--- src/rtl/gclv_pkg.sv ---
`default_nettype none

package gclv_pkg;

   // Parse position within the current line.
   typedef enum logic [1:0] {
      PH_LEAD = 2'd0,
      PH_CODE = 2'd1,
      PH_BODY = 2'd2
   } phase_type;

   typedef enum logic [1:0] {
      KIND_BLANK   = 2'd0,
      KIND_VALID   = 2'd1,
      KIND_INVALID = 2'd2,
      KIND_IGNORED = 2'd3
   } line_kind_type;

   typedef enum logic [3:0] {
      ERR_NONE      = 4'd0,
      ERR_NO_LETTER = 4'd1,
      ERR_NO_CODE   = 4'd2,
      ERR_BAD_G     = 4'd3,
      ERR_BAD_M     = 4'd4,
      ERR_G01_AXIS  = 4'd5,
      ERR_G92_AXIS  = 4'd6,
      ERR_TWO_POINT = 4'd7,
      ERR_MINUS     = 4'd8,
      ERR_FORMAT    = 4'd9,
      ERR_NO_VALUE  = 4'd10
   } err_code_type;

   localparam logic [7:0] CHAR_SEMI  = 8'h3B;
   localparam logic [7:0] CHAR_POINT = 8'h2E;
   localparam logic [7:0] CHAR_MINUS = 8'h2D;
   localparam logic [7:0] CHAR_SPACE = 8'h20;
   localparam logic [7:0] CHAR_TAB   = 8'h09;
   localparam logic [7:0] CHAR_CR    = 8'h0D;
   localparam logic [7:0] CHAR_ZERO  = 8'h30;
   localparam logic [7:0] CHAR_NINE  = 8'h39;
   localparam logic [7:0] CHAR_UP_A  = 8'h41;
   localparam logic [7:0] CHAR_UP_Z  = 8'h5A;
   localparam logic [7:0] CHAR_LO_A  = 8'h61;
   localparam logic [7:0] CHAR_LO_Z  = 8'h7A;
   localparam logic [7:0] CHAR_UP_G  = 8'h47;
   localparam logic [7:0] CHAR_LO_G  = 8'h67;
   localparam logic [7:0] CHAR_UP_M  = 8'h4D;
   localparam logic [7:0] CHAR_LO_M  = 8'h6D;
   localparam logic [7:0] CHAR_UP_X  = 8'h58;
   localparam logic [7:0] CHAR_UP_Y  = 8'h59;
   localparam logic [7:0] CHAR_LO_X  = 8'h78;
   localparam logic [7:0] CHAR_LO_Y  = 8'h79;

   localparam logic [9:0] CODE_MAX = 10'd1023;

   // Everything the block remembers about the line in progress.
   typedef struct packed {
      phase_type    phase;
      logic [7:0]   first_letter;
      logic [9:0]   code_value;
      logic         code_digit_seen;
      err_code_type early_error;
      logic         axis_seen;
      logic         in_comment;
      logic         vf_scan;
      logic         vf_point;
      logic         vf_digit;
      logic         vf_nonempty;
      logic [7:0]   pending_letter;
      logic         pending_blank;
      err_code_type param_error;
      logic [7:0]   param_error_letter;
   } line_state_type;

   typedef struct packed {
      logic step;
      logic clear;
   } scan_ctl_type;

   function automatic logic is_alpha(input logic [7:0] c);
      return (c >= CHAR_UP_A && c <= CHAR_UP_Z) || (c >= CHAR_LO_A && c <= CHAR_LO_Z);
   endfunction

   function automatic logic is_digit(input logic [7:0] c);
      return c >= CHAR_ZERO && c <= CHAR_NINE;
   endfunction

   function automatic logic is_space(input logic [7:0] c);
      return c == CHAR_SPACE || (c >= CHAR_TAB && c <= CHAR_CR);
   endfunction

   function automatic logic is_gm(input logic [7:0] c);
      return c == CHAR_UP_G || c == CHAR_LO_G || c == CHAR_UP_M || c == CHAR_LO_M;
   endfunction

endpackage

`default_nettype wire

--- src/rtl/gclv_scan.sv ---
`default_nettype none

module gclv_scan
   import gclv_pkg::*;
(
   input  wire logic           clock,
   input  wire logic           reset,
   input  wire scan_ctl_type   ctl,
   input  wire logic [7:0]     char_byte,
   output line_state_type      state
);

   line_state_type state_ff;
   line_state_type state_in;

   // Parameter and value checking for one character of the line body.
   function automatic line_state_type body_char(input line_state_type s,
                                                input logic [7:0] ch);
      line_state_type r;
      logic           take_letter;
      logic           valchar;
      r           = s;
      take_letter = 1'b0;
      valchar     = is_digit(ch) || ch == CHAR_POINT || ch == CHAR_MINUS;
      if (s.early_error == ERR_NONE && s.param_error == ERR_NONE) begin
         if (s.vf_scan) begin
            if (!s.vf_nonempty) begin
               if (is_space(ch)) begin
                  r.pending_blank = 1'b1;
               end else if (s.pending_blank || !valchar) begin
                  r.param_error        = ERR_FORMAT;
                  r.param_error_letter = s.pending_letter;
               end else begin
                  r.vf_nonempty = 1'b1;
                  if (ch == CHAR_POINT) r.vf_point = 1'b1;
                  else if (is_digit(ch)) r.vf_digit = 1'b1;
               end
            end else if (valchar) begin
               if (ch == CHAR_POINT) begin
                  if (s.vf_point) begin
                     r.param_error        = ERR_TWO_POINT;
                     r.param_error_letter = s.pending_letter;
                  end else begin
                     r.vf_point = 1'b1;
                  end
               end else if (is_digit(ch)) begin
                  r.vf_digit = 1'b1;
               end else begin
                  r.param_error        = ERR_MINUS;
                  r.param_error_letter = s.pending_letter;
               end
            end else if (!s.vf_digit) begin
               r.param_error        = ERR_FORMAT;
               r.param_error_letter = s.pending_letter;
            end else begin
               r.vf_scan     = 1'b0;
               r.vf_point    = 1'b0;
               r.vf_digit    = 1'b0;
               r.vf_nonempty = 1'b0;
               take_letter   = 1'b1;
            end
         end else begin
            take_letter = 1'b1;
         end
         if (take_letter && is_alpha(ch) && !is_gm(ch)) begin
            r.vf_scan        = 1'b1;
            r.vf_point       = 1'b0;
            r.vf_digit       = 1'b0;
            r.vf_nonempty    = 1'b0;
            r.pending_letter = ch;
            r.pending_blank  = 1'b0;
         end
      end
      return r;
   endfunction

   always_comb begin
      logic        do_body;
      logic [13:0] code_next;
      state_in  = state_ff;
      do_body   = 1'b0;
      code_next = {4'd0, state_ff.code_value} * 14'd10 + {10'd0, char_byte[3:0]};
      if (ctl.clear) begin
         state_in = '0;
      end else if (ctl.step && !state_ff.in_comment) begin
         if (char_byte == CHAR_SEMI) begin
            state_in.in_comment = 1'b1;
         end else begin
            if (char_byte == CHAR_UP_X || char_byte == CHAR_UP_Y || char_byte == CHAR_UP_Z ||
                char_byte == CHAR_LO_X || char_byte == CHAR_LO_Y || char_byte == CHAR_LO_Z) begin
               state_in.axis_seen = 1'b1;
            end
            case (state_ff.phase)
               PH_LEAD: begin
                  if (!is_space(char_byte)) begin
                     state_in.first_letter = char_byte;
                     if (!is_alpha(char_byte)) begin
                        state_in.early_error = ERR_NO_LETTER;
                        state_in.phase       = PH_BODY;
                     end else if (is_gm(char_byte)) begin
                        state_in.phase = PH_CODE;
                     end else begin
                        state_in.phase = PH_BODY;
                        do_body        = 1'b1;
                     end
                  end
               end
               PH_CODE: begin
                  if (!state_ff.code_digit_seen) begin
                     if (is_digit(char_byte)) begin
                        state_in.code_digit_seen = 1'b1;
                        state_in.code_value      = {6'd0, char_byte[3:0]};
                     end else begin
                        state_in.early_error = ERR_NO_CODE;
                        state_in.phase       = PH_BODY;
                     end
                  end else if (is_digit(char_byte)) begin
                     // Digits after a decimal point do not add to the code number.
                     if (!state_ff.vf_point) begin
                        state_in.code_value = (code_next > {4'd0, CODE_MAX}) ?
                                              CODE_MAX : code_next[9:0];
                     end
                  end else if (char_byte == CHAR_POINT) begin
                     state_in.vf_point = 1'b1;
                  end else begin
                     state_in.vf_scan     = 1'b0;
                     state_in.vf_point    = 1'b0;
                     state_in.vf_digit    = 1'b0;
                     state_in.vf_nonempty = 1'b0;
                     state_in.phase       = PH_BODY;
                     do_body              = 1'b1;
                  end
               end
               PH_BODY: begin
                  do_body = 1'b1;
               end
               default: begin
                  do_body = 1'b1;
               end
            endcase
            if (do_body) state_in = body_char(state_in, char_byte);
         end
      end
   end

   always_ff @(posedge clock) begin
      if (reset) begin
         state_ff <= '0;
      end else begin
         state_ff <= state_in;
      end
   end

   assign state = state_ff;

endmodule

`default_nettype wire

--- src/rtl/gclv_check.sv ---
`default_nettype none

module gclv_check
   import gclv_pkg::*;
(
   input  wire line_state_type state,
   output err_code_type        error_code,
   output logic [9:0]          code_number,
   output logic [7:0]          param_letter
);

   logic is_g;
   logic is_m;
   logic g_ok;
   logic m_ok;
   logic late_param;

   assign is_g = state.first_letter == CHAR_UP_G || state.first_letter == CHAR_LO_G;
   assign is_m = state.first_letter == CHAR_UP_M || state.first_letter == CHAR_LO_M;

   always_comb begin
      case (state.code_value)
         10'd0, 10'd1, 10'd4, 10'd20, 10'd21, 10'd28, 10'd90, 10'd91, 10'd92: g_ok = 1'b1;
         default: g_ok = 1'b0;
      endcase
      case (state.code_value)
         10'd0, 10'd1, 10'd2, 10'd3, 10'd4, 10'd5, 10'd30, 10'd112: m_ok = 1'b1;
         default: m_ok = 1'b0;
      endcase
   end

   // Code errors outrank axis errors, which outrank parameter errors. A value
   // left open at the line end is judged last.
   always_comb begin
      late_param = 1'b0;
      if (state.early_error != ERR_NONE) begin
         error_code = state.early_error;
      end else if ((is_g || is_m) && !state.code_digit_seen) begin
         error_code = ERR_NO_CODE;
      end else if (is_g && !g_ok) begin
         error_code = ERR_BAD_G;
      end else if (is_g && (state.code_value == 10'd0 || state.code_value == 10'd1) &&
                   !state.axis_seen) begin
         error_code = ERR_G01_AXIS;
      end else if (is_g && state.code_value == 10'd92 && !state.axis_seen) begin
         error_code = ERR_G92_AXIS;
      end else if (is_m && !m_ok) begin
         error_code = ERR_BAD_M;
      end else if (state.param_error != ERR_NONE) begin
         error_code = state.param_error;
      end else if (state.vf_scan && !state.vf_nonempty) begin
         error_code = ERR_NO_VALUE;
         late_param = 1'b1;
      end else if (state.vf_scan && !state.vf_digit) begin
         error_code = ERR_FORMAT;
         late_param = 1'b1;
      end else begin
         error_code = ERR_NONE;
      end
   end

   always_comb begin
      if (late_param) begin
         param_letter = state.pending_letter;
      end else if (error_code == ERR_FORMAT || error_code == ERR_NO_VALUE) begin
         param_letter = state.param_error_letter;
      end else begin
         param_letter = 8'd0;
      end
   end

   assign code_number = (is_g || is_m) ? state.code_value : 10'd0;

endmodule

`default_nettype wire

--- src/rtl/gcode_line_validator.sv ---
`default_nettype none

// Channel | Direction | Ports                                  | Item
// --------+-----------+----------------------------------------+------------------------------
// req     | in        | req_valid/ready, char_byte, line_end,  | one character or a line mark
//         |           | new_file                               |
// rsp     | out       | rsp_valid/ready, line_kind ... halted  | one line verdict per line end
// csr     | in        | csr_valid/ready, csr_max_errors        | error limit write
//
// An item is held in an input register; when it moves on, the line state is updated from it
// in one pass and a line end loads the result register. One item per cycle is sustained
// while the input register does not stall. It only stalls when a line end without a
// new-file mark meets a full, unread result register. Reset is synchronous and clears
// the line state, the counters, the halt flag and the error limit; the csr channel is
// always ready.

module gcode_line_validator
   import gclv_pkg::*;
#(
   parameter int COUNTER_WIDTH = 24
) (
   input  wire logic                     clock,
   input  wire logic                     reset,

   input  wire logic                     req_valid,
   output logic                          req_ready,
   input  wire logic [7:0]               req_char_byte,
   input  wire logic                     req_line_end,
   input  wire logic                     req_new_file,

   output logic                          rsp_valid,
   input  wire logic                     rsp_ready,
   output logic [1:0]                    rsp_line_kind,
   output logic [3:0]                    rsp_error_code,
   output logic [7:0]                    rsp_code_letter,
   output logic [9:0]                    rsp_code_number,
   output logic [7:0]                    rsp_param_letter,
   output logic [COUNTER_WIDTH-1:0]      rsp_line_number,
   output logic [COUNTER_WIDTH-1:0]      rsp_valid_total,
   output logic [COUNTER_WIDTH-1:0]      rsp_error_total,
   output logic                          rsp_halted_flag,

   input  wire logic                     csr_valid,
   output logic                          csr_ready,
   input  wire logic [15:0]              csr_max_errors
);

   // Width at which the error count is compared with the 16-bit limit.
   localparam int CMP_WIDTH = (COUNTER_WIDTH > 16) ? COUNTER_WIDTH : 16;
   localparam logic [COUNTER_WIDTH-1:0] CNT_MAX = {COUNTER_WIDTH{1'b1}};

   function automatic logic [COUNTER_WIDTH-1:0] sat_inc(input logic [COUNTER_WIDTH-1:0] v);
      return (v == CNT_MAX) ? v : v + 1'b1;
   endfunction

   // Error limit register.
   logic [15:0] max_errors_ff;

   always_ff @(posedge clock) begin
      if (reset) begin
         max_errors_ff <= 16'd0;
      end else if (csr_valid && csr_ready) begin
         max_errors_ff <= csr_max_errors;
      end
   end

   assign csr_ready = 1'b1;

   // Input register.
   logic       in_vld_ff;
   logic [7:0] in_char_ff;
   logic       in_le_ff;
   logic       in_nf_ff;
   logic       out_free;
   logic       makes_result;
   logic       fire;

   assign out_free     = !rsp_valid || rsp_ready;
   assign makes_result = in_le_ff && !in_nf_ff;
   assign fire         = in_vld_ff && (!makes_result || out_free);
   assign req_ready    = !in_vld_ff || fire;

   always_ff @(posedge clock) begin
      if (reset) begin
         in_vld_ff <= 1'b0;
      end else if (req_ready) begin
         in_vld_ff <= req_valid;
      end
   end

   always_ff @(posedge clock) begin
      if (req_valid && req_ready) begin
         in_char_ff <= req_char_byte;
         in_le_ff   <= req_line_end;
         in_nf_ff   <= req_new_file;
      end
   end

   // Counters and halt flag.
   logic [COUNTER_WIDTH-1:0] line_cnt_ff, line_cnt_in;
   logic [COUNTER_WIDTH-1:0] valid_cnt_ff, valid_cnt_in;
   logic [COUNTER_WIDTH-1:0] err_cnt_ff, err_cnt_in;
   logic                     halt_ff, halt_in;

   // Line state and the verdict on it.
   scan_ctl_type   scan_ctl;
   line_state_type line_state;
   err_code_type   chk_error;
   logic [9:0]     chk_code_number;
   logic [7:0]     chk_param_letter;

   // A new-file item clears the line; so does a line end that is checked.
   assign scan_ctl.step  = fire && !in_nf_ff && !in_le_ff && !halt_ff;
   assign scan_ctl.clear = fire && (in_nf_ff || (in_le_ff && !halt_ff));

   gclv_scan u_scan (
      .clock     (clock),
      .reset     (reset),
      .ctl       (scan_ctl),
      .char_byte (in_char_ff),
      .state     (line_state)
   );

   gclv_check u_check (
      .state        (line_state),
      .error_code   (chk_error),
      .code_number  (chk_code_number),
      .param_letter (chk_param_letter)
   );

   // Result fields for the line that closes in this cycle.
   line_kind_type res_kind;
   err_code_type  res_error;
   logic [7:0]    res_letter;
   logic [9:0]    res_number;
   logic [7:0]    res_param;

   always_comb begin
      line_cnt_in  = line_cnt_ff;
      valid_cnt_in = valid_cnt_ff;
      err_cnt_in   = err_cnt_ff;
      halt_in      = halt_ff;
      res_kind     = KIND_IGNORED;
      res_error    = ERR_NONE;
      res_letter   = 8'd0;
      res_number   = 10'd0;
      res_param    = 8'd0;
      if (fire && in_nf_ff) begin
         line_cnt_in  = '0;
         valid_cnt_in = '0;
         err_cnt_in   = '0;
         halt_in      = 1'b0;
      end else if (fire && in_le_ff && !halt_ff) begin
         line_cnt_in = sat_inc(line_cnt_ff);
         if (line_state.phase == PH_LEAD) begin
            res_kind = KIND_BLANK;
         end else begin
            res_error  = chk_error;
            res_letter = line_state.first_letter;
            res_number = chk_code_number;
            res_param  = chk_param_letter;
            if (chk_error == ERR_NONE) begin
               res_kind     = KIND_VALID;
               valid_cnt_in = sat_inc(valid_cnt_ff);
            end else begin
               res_kind   = KIND_INVALID;
               err_cnt_in = sat_inc(err_cnt_ff);
               // The limit is only looked at when an invalid line is counted.
               if (max_errors_ff != 16'd0 &&
                   CMP_WIDTH'(err_cnt_in) >= CMP_WIDTH'(max_errors_ff)) begin
                  halt_in = 1'b1;
               end
            end
         end
      end
   end

   always_ff @(posedge clock) begin
      if (reset) begin
         line_cnt_ff  <= '0;
         valid_cnt_ff <= '0;
         err_cnt_ff   <= '0;
         halt_ff      <= 1'b0;
      end else begin
         line_cnt_ff  <= line_cnt_in;
         valid_cnt_ff <= valid_cnt_in;
         err_cnt_ff   <= err_cnt_in;
         halt_ff      <= halt_in;
      end
   end

   // Result register.
   logic                     rsp_valid_ff;
   logic [1:0]               rsp_kind_ff;
   logic [3:0]               rsp_error_ff;
   logic [7:0]               rsp_letter_ff;
   logic [9:0]               rsp_number_ff;
   logic [7:0]               rsp_param_ff;
   logic [COUNTER_WIDTH-1:0] rsp_line_ff;
   logic [COUNTER_WIDTH-1:0] rsp_vtot_ff;
   logic [COUNTER_WIDTH-1:0] rsp_etot_ff;
   logic                     rsp_halt_ff;
   logic                     load_result;

   assign load_result = fire && makes_result;

   always_ff @(posedge clock) begin
      if (reset) begin
         rsp_valid_ff <= 1'b0;
      end else if (load_result) begin
         rsp_valid_ff <= 1'b1;
      end else if (rsp_ready) begin
         rsp_valid_ff <= 1'b0;
      end
   end

   always_ff @(posedge clock) begin
      if (load_result) begin
         rsp_kind_ff   <= res_kind;
         rsp_error_ff  <= res_error;
         rsp_letter_ff <= res_letter;
         rsp_number_ff <= res_number;
         rsp_param_ff  <= res_param;
         rsp_line_ff   <= line_cnt_in;
         rsp_vtot_ff   <= valid_cnt_in;
         rsp_etot_ff   <= err_cnt_in;
         rsp_halt_ff   <= halt_in;
      end
   end

   assign rsp_valid        = rsp_valid_ff;
   assign rsp_line_kind    = rsp_kind_ff;
   assign rsp_error_code   = rsp_error_ff;
   assign rsp_code_letter  = rsp_letter_ff;
   assign rsp_code_number  = rsp_number_ff;
   assign rsp_param_letter = rsp_param_ff;
   assign rsp_line_number  = rsp_line_ff;
   assign rsp_valid_total  = rsp_vtot_ff;
   assign rsp_error_total  = rsp_etot_ff;
   assign rsp_halted_flag  = rsp_halt_ff;

   // The block can only be halted after at least one invalid line.
   assert property (@(posedge clock) disable iff (reset)
      halt_ff |-> err_cnt_ff != '0)
      else $error("halted with no invalid lines counted");

   // Valid and invalid totals never run ahead of the line count.
   assert property (@(posedge clock) disable iff (reset)
      valid_cnt_ff <= line_cnt_ff && err_cnt_ff <= line_cnt_ff)
      else $error("line totals exceed line count");

   // A new-file item clears the counters and the halt flag.
   assert property (@(posedge clock) disable iff (reset)
      fire && in_nf_ff |=> line_cnt_ff == '0 && err_cnt_ff == '0 && !halt_ff)
      else $error("new file did not clear the counters");

   // An ignored line is only reported while halted.
   assert property (@(posedge clock) disable iff (reset)
      rsp_valid_ff && rsp_kind_ff == KIND_IGNORED |-> rsp_halt_ff)
      else $error("ignored line reported while not halted");

endmodule

`default_nettype wire

--- config.mk ---
export PLATFORM = sky130hd
export DESIGN_NAME = gcode_line_validator
export DESIGN_NICKNAME = d
export VERILOG_FILES = /design/src/rtl/gclv_pkg.sv /design/src/rtl/gclv_scan.sv /design/src/rtl/gclv_check.sv /design/src/rtl/gcode_line_validator.sv
export SDC_FILE = /design/constraint.sdc
export NUM_CORES = 1
export LEC_CHECK = 0
export BUFFER_PORTS_ARGS = -buffer_cell sky130_fd_sc_hd__buf_4
export CAP_MARGIN = 0
export CELL_PAD_IN_SITES_DETAIL_PLACEMENT = 1
export CELL_PAD_IN_SITES_GLOBAL_PLACEMENT = 1
export CORE_MARGIN = 3
export CORE_UTILIZATION = 30
export CTS_BUF_LIST = sky130_fd_sc_hd__clkbuf_8
export DETAILED_ROUTE_END_ITERATION = 6
export PLACE_DENSITY = 0.54
export SLEW_MARGIN = 10
export SYNTH_ARGS = -nofsm -noshare
export SYNTH_HDL_FRONTEND = slang
export SYNTH_HIERARCHICAL = 1
export SYNTH_SLANG_ARGS = --single-unit
export TNS_END_PERCENT = 20
--- constraint.sdc ---
create_clock -name clock -period 12.42 [get_ports clock]
set_input_delay 1.242 -clock clock [delete_from_list [all_inputs] [get_ports clock]]
set_output_delay 1.242 -clock clock [all_outputs]
set_load 0.02 [all_outputs]
==> results.py, run 1 <==
metrics = {
    "timing": {
        "tightest_slew_ps": 1070,
        "worst_hold_slack_ps": 463,
        "finClkSkew_ps": 40.4,
        "slew_headroom": 0.282,
        "fin_crit_sh": 0.360,
        "min_period_ps": 4480,
        "hold_viol": 0,
        "setup_viol": 0,
        "slew_viol_final": 0,
        "rsz0062_at_grt": "false",
        "tns_ps": 0,
        "fmax_mhz": 223,
    },
    "final_layout": {
        "diodes": 0,
        "finalNetCount": 1551,
        "final.fill_count": 4958,
        "area_growth_pct": 18.7,
        "mostFrequentLayoutCells": "nor2_1, buf_4, dfxtp_1",
        "layout-drive-gt1-share": 0.177,
        "register_area_mm2": 0.00630,
        "layout_commonest_cell": "nor2_1",
        "multi_input_area_mm2": 0.00636,
    },
    "detailed_routing": {
        "antenna_left": 0,
        "drt-initial-drc-count": 486,
        "wirelength_mm": 38.3,
        "first_pass_iters": 5,
        "post_drt_wl_per_cell_um": 18.3,
        "drcViolationCount": 0,
        "vias_per_cell": 4.96,
        "vias": 10400,
    },
    "power_and_ir_drop": {
        "irDropWorstVdd_v": 0.0000601,
        "power.density_mw_per_mm2": 115,
        "power.leakage_nw": 5.91,
    },
    "global_routing": {
        "grt_pass1_wl_mm": 60.6,
        "grt_max_degree": 77,
        "first_global_vias": 10700,
        "grtUsageTotal": 0.162,
        "overflow": 0,
        "antenna_found_initial": 1,
    },
    "place": {
        "port_buffers": 137,
        "gp_congestion": 0.837,
        "dp_hpwl_mm": 27.6,
    },
    "setup_path": {
        "crit_end": "rsp_halted_flag$_DFFE_PP_",
        "cp.arrival_ps": 4800,
        "crit_fanout": 11,
        "startpoint": "err_cnt_ff[0]$_SDFF_PP0_",
        "r2r-start": "err_cnt_ff[0]$_SDFF_PP0_",
        "setup.worst_path.end_class": "register",
        "worst-r2r-cell-count": 14,
        "r2r-end": "rsp_halted_flag$_DFFE_PP_",
        "r2r_slack_ps": 7940,
        "cp-start-kind": "register",
        "cp.required_ps": 12740,
        "crit_type": "reg -> reg",
    },
    "hold_path": {
        "holdPathStages": 2,
        "hold_path_class": "reg -> reg",
    },
    "clocking": {
        "ctsHoldBuffers": 0,
        "root_buffer": "clkbuf_8",
        "path_clk_slew_ps": 60,
        "cts_buffers": 47,
        "postCtsSetupBuffers": 0,
        "clk_path_buf_depth": 3,
        "cts_tree": "done",
        "cts_sinks": 257,
        "worstSkewPairLatency_ps": 610,
        "cts_resized": 0,
        "h-tree-depth": 2,
    },
    "die": {
        "ioPinCount": 139,
        "die_h_um": 215,
        "rows": 75,
        "dieArea_mm2": 0.0463,
        "start_util": 0.308,
        "chipWidth_um": 215,
        "placeableCoreArea_mm2": 0.0426,
    },
    "yosys": {
        "synth_area_mm2": 0.0131,
        "async_flop_share": 0,
        "synth_edf_count": 115,
        "ys.warnings.count": 6,
        "synth_area_per_cell_um2": 9.70,
        "synthFlopType": "dfxtp_1",
        "syn-num-nets": 1423,
        "synth_cells": 1352,
        "netlist-cell-type-count": 95,
        "ys_ff_latch": 257,
        "ys_seq_area_frac": 0.480,
    },
    "job": {
        "drv_cap": 0,
    },
    "outcome": {
        "status": "finished clean",
    },
}
==> flip-flops by register name, indices dropped and copies added (netlist names), 2 cells and up <==
register and cells:
rsp_valid_total 24, u_scan/state 51, max_errors_ff 16, rsp_code_letter 8
in_char_ff 8, rsp_param_letter 8, rsp_line_number 24, rsp_error_code 4
err_cnt_ff 24, line_cnt_ff 24, valid_cnt_ff 24, rsp_error_total 24
rsp_line_kind 2, rsp_code_number 10
==> cell families after synthesis <==
logic type,after synthesis,synth area share
other,1,0.000286
muxes,43,0.0331
AOI/OAI and AO/OA,187,0.105
xor gates and xnor gates,90,0.0615
DFF,257,0.480
adders and majority gates,40,0.0393
buffers and inverters,112,0.0366
and+or+nand+nor,622,0.244
==> cells in the mapped netlist, types with 38 or more instances <==
library cell | count | share of area
nor2_1 | 229 | 0.066
nand2_1 | 95 | 0.027
xnor2_1 | 53 | 0.035
dfxtp_1 | 142 | 0.22
nor3_1 | 56 | 0.021
edfxtp_1 | 115 | 0.26
mux2i_1 | 40 | 0.031
and3_1 | 48 | 0.023
inv_1 | 46 | 0.013
a21oi_1 | 41 | 0.016
clkbuf_1 | 44 | 0.013
ha_1 | 38 | 0.036
==> report_power, final <==
part           internal [mW]  total [mW]  switching, mW
logic                 0.0323      0.0895         0.0572
clock network          0.428       0.797          0.369
registers              0.893       0.907         0.0140
==> final cells by class <==
type                    instances  share of cell area
multi-input cells             983               0.409
flip-flops and latches        257               0.405
repair buffers                145              0.0699
well taps                     577              0.0464
clock buffers                  52              0.0460
clock inverters                36              0.0134
inverters                      46              0.0111
==> metal layers <==
layer | global-route usage | wire (µm) | vias to the layer above | share of wire
met5 | 0 | 0 | - | 0
li1 | - | - | 5090 | -
met2 | 0.279 | 18500 | 155 | 0.48
met1 | 0.208 | 17500 | 5096 | 0.46
met4 | 0.0434 | 851 | 0 | 0.022
met3 | 0.0339 | 1400 | 58 | 0.037
==> through the flow <==
step	utilization	setup slack (ps)	area [µm²]	total power [mW]	std cells
after detailed placement	0.344	7920	14600	1.02	2008
after CTS	0.365	7910	15600	1.83	2096
after global routing	0.365	7600	15600	1.89	2096
after floorplan	-	3250	13100	0.977	1352
after global placement	0.344	7970	14600	1.02	2008
final	0.365	7940	15600	1.79	2096
==> worst min-delay path by stage <==
stage / slack [ps] / to / from
4_1_cts: 470 / u_scan/state[6]$_SDFFE_PP0P_ / u_scan/state[6]$_SDFFE_PP0P_
3_5_place_dp: 460 / u_scan/state[6]$_SDFFE_PP0P_ / u_scan/state[6]$_SDFFE_PP0P_
2_1_floorplan: 430 / u_scan/state[20]$_SDFFE_PP0P_ / u_scan/state[20]$_SDFFE_PP0P_
6_report: 460 / u_scan/state[20]$_SDFFE_PP0P_ / u_scan/state[20]$_SDFFE_PP0P_
3_3_place_gp: 450 / u_scan/state[4]$_SDFFE_PP0P_ / u_scan/state[4]$_SDFFE_PP0P_
5_1_grt: 490 / u_scan/state[20]$_SDFFE_PP0P_ / u_scan/state[20]$_SDFFE_PP0P_
==> critical path, stage by stage, from the launching register on <==
cell	delay, ps
dfxtp_1	490
ha_1	420
nand4_1	230
nor4_4	380
nand2_1	380
nand4_1	310
nor2_1	80
xor2_1	160
ha_1	300
a21o_1	180
a21o_1	170
a221oi_1	270
o221ai_1	240
a2111oi_4	440
a21oi_1	110
Note: power is estimated with default switching activity, not from simulation.
==> run 2: changes to the inputs <==
==> constraint.sdc (replaced) <==
create_clock -name clock -period 4.4 [get_ports clock]
set_input_delay 0.44 -clock clock [delete_from_list [all_inputs] [get_ports clock]]
set_output_delay 0.44 -clock clock [all_outputs]
set_load 0.02 [all_outputs]
==> run 2 against run 1 <==
  * Critical path depth is 1 lower
  * Sequential share of layout area shrank 1.3 points
  * Total power grew to 3.0 times the previous value
  * Sequential power grew to 2.8 times the previous value
  * Largest cell class unchanged
==> results.py, run 2 (synthesis results as in run 1) <==
metrics = {
    "setup_path": {
        "crit_type": "reg -> reg",
        "startpoint": "u_scan/state[39]$_SDFFE_PP0P_",
        "r2r-start": "u_scan/state[39]$_SDFFE_PP0P_",
        "crit_fanout": 7,
        "setup.worst_path.end_class": "register",
        "cp.required_ps": 4750,
        "cp-start-kind": "register",
        "cp.arrival_ps": 4490,
    },
    "place": {
        "dpl.cell_count": 2027,
        "port_buffers": 137,
        "dp_hpwl_mm": 28.4,
        "gp_congestion": 0.818,
    },
    "power_and_ir_drop": {
        "power.leakage_nw": 6.18,
        "irDropWorstVdd_v": 0.000217,
        "power.density_mw_per_mm2": 337,
    },
    "final_layout": {
        "finalNonFillerCells": 2138,
        "finalNetCount": 1591,
        "largest_reg_flops": 51,
        "layout_commonest_cell": "nor2_1",
        "layout-drive-gt1-share": 0.190,
        "mostFrequentLayoutCells": "nor2_1, buf_4, dfxtp_1",
        "area_growth_pct": 22.6,
        "register_area_mm2": 0.00630,
        "multi_input_area_mm2": 0.00636,
        "final.fill_count": 4889,
        "diodes": 0,
    },
    "timing": {
        "fin_crit_sh": 0.940,
        "worst_hold_slack_ps": 60.1,
        "min_period_ps": 4140,
        "setup_viol": 0,
        "fmax_mhz": 242,
        "slew_viol_final": 0,
        "finClkSkew_ps": 54.3,
        "tightest_slew_ps": 1140,
        "hold_viol": 0,
        "tns_ps": 0,
        "rsz0062_at_grt": "false",
        "slew_headroom": 0.235,
    },
    "die": {
        "start_util": 0.308,
        "rows": 75,
        "chipWidth_um": 215,
        "ioPinCount": 139,
        "die_h_um": 215,
        "dieArea_mm2": 0.0463,
        "placeableCoreArea_mm2": 0.0426,
    },
    "clocking": {
        "h-tree-depth": 2,
        "cts_resized": 0,
        "cts_tree": "done",
        "cts_sinks": 257,
        "path_clk_slew_ps": 60,
        "root_buffer": "clkbuf_8",
        "cts_buffers": 49,
        "worstSkewPairLatency_ps": 620,
        "clk_path_buf_depth": 3,
    },
    "global_routing": {
        "grtUsageTotal": 0.168,
        "grt_max_degree": 68,
        "grt_pass1_wl_mm": 62.5,
        "overflow": 0,
        "antenna_found_initial": 0,
        "first_global_vias": 11100,
    },
    "hold_path": {
        "hold_path_class": "in -> reg",
        "min_from": "req_line_end",
    },
    "detailed_routing": {
        "drcViolationCount": 0,
        "post_drt_wl_per_cell_um": 18.4,
        "wirelength_mm": 39.3,
        "drt-initial-drc-count": 511,
        "vias": 10600,
        "first_pass_iters": 5,
        "antenna_left": 0,
        "vias_per_cell": 4.94,
    },
    "outcome": {
        "status": "finished clean",
    },
    "job": {
        "drv_cap": 0,
    },
}
==> run 2: worst paths after layout <==
| check | cells past startpoint | to | slack [ps] |
|---|---|---|---|
| min reg2reg | 2 | u_scan/state[0]$_SDFFE_PP0P_ | 460 |
| max reg2reg | 13 | rsp_valid_total[23]$_DFFE_PP_ | 260 |
| min | 1 | in_le_ff$_DFFE_PP_ | 60 |
| max | 13 | rsp_valid_total[23]$_DFFE_PP_ | 260 |
==> run 2: routing by layer <==
metal | GRT usage | wire [µm] | up-vias
met5 | 0 | 0 | -
met4 | 0.0438 | 805 | 0
met3 | 0.0326 | 1460 | 54
met2 | 0.293 | 19300 | 158
met1 | 0.214 | 17800 | 5157
li1 | - | - | 5191
==> run 2: what timing repair did <==
action,4_1_cts,5_1_grt
hold buffers,18,0
endpoints found under the hold margin,18,0
endpoints found under the setup margin,0,7
setup buffers,0,1
==> run 2: power breakdown <==
group / internal (mW) / total, mW / switching, mW
registers: 2.52 / 2.56 / 0.0390
logic: 0.103 / 0.270 / 0.167
clock network: 1.52 / 2.59 / 1.08
total: 4.14 / 5.42 / 1.28
==> run 2: cell type report <==
class,instances,share of cell area
inverter,46,0.0107
clock inverter,26,0.0121
clock buffer,66,0.0565
timing repair buffer,183,0.0883
sequential,257,0.392
multi-input combinational,983,0.396
tap,577,0.0449
==> run 2: stage by stage <==
stage | cell area [µm²] | util | setup slack [ps] | power, mW
6_report | 16100 | 0.377 | 263 | 5.42
5_1_grt | 16100 | 0.377 | 18.7 | 5.67
4_1_cts | 16100 | 0.377 | 245 | 5.54
3_5_place_dp | 14800 | 0.347 | 217 | 2.87
3_3_place_gp | 14800 | 0.347 | 249 | 2.87
2_1_floorplan | 13100 | - | 650 | 2.75
==> run 2: worst max-delay path, cell delays in order, from the launching register on <==
cell and delay [ps]:
dfxtp_1 360, or4b_4 570, a2111oi_0 370, a311oi_1 150, o21a_1 220, a311o_2 430
or4_4 610, nor4_4 260, buf_4 200, nand2_2 70, buf_4 170, nor4_1 230
xnor2_1 180, nor2_1 70
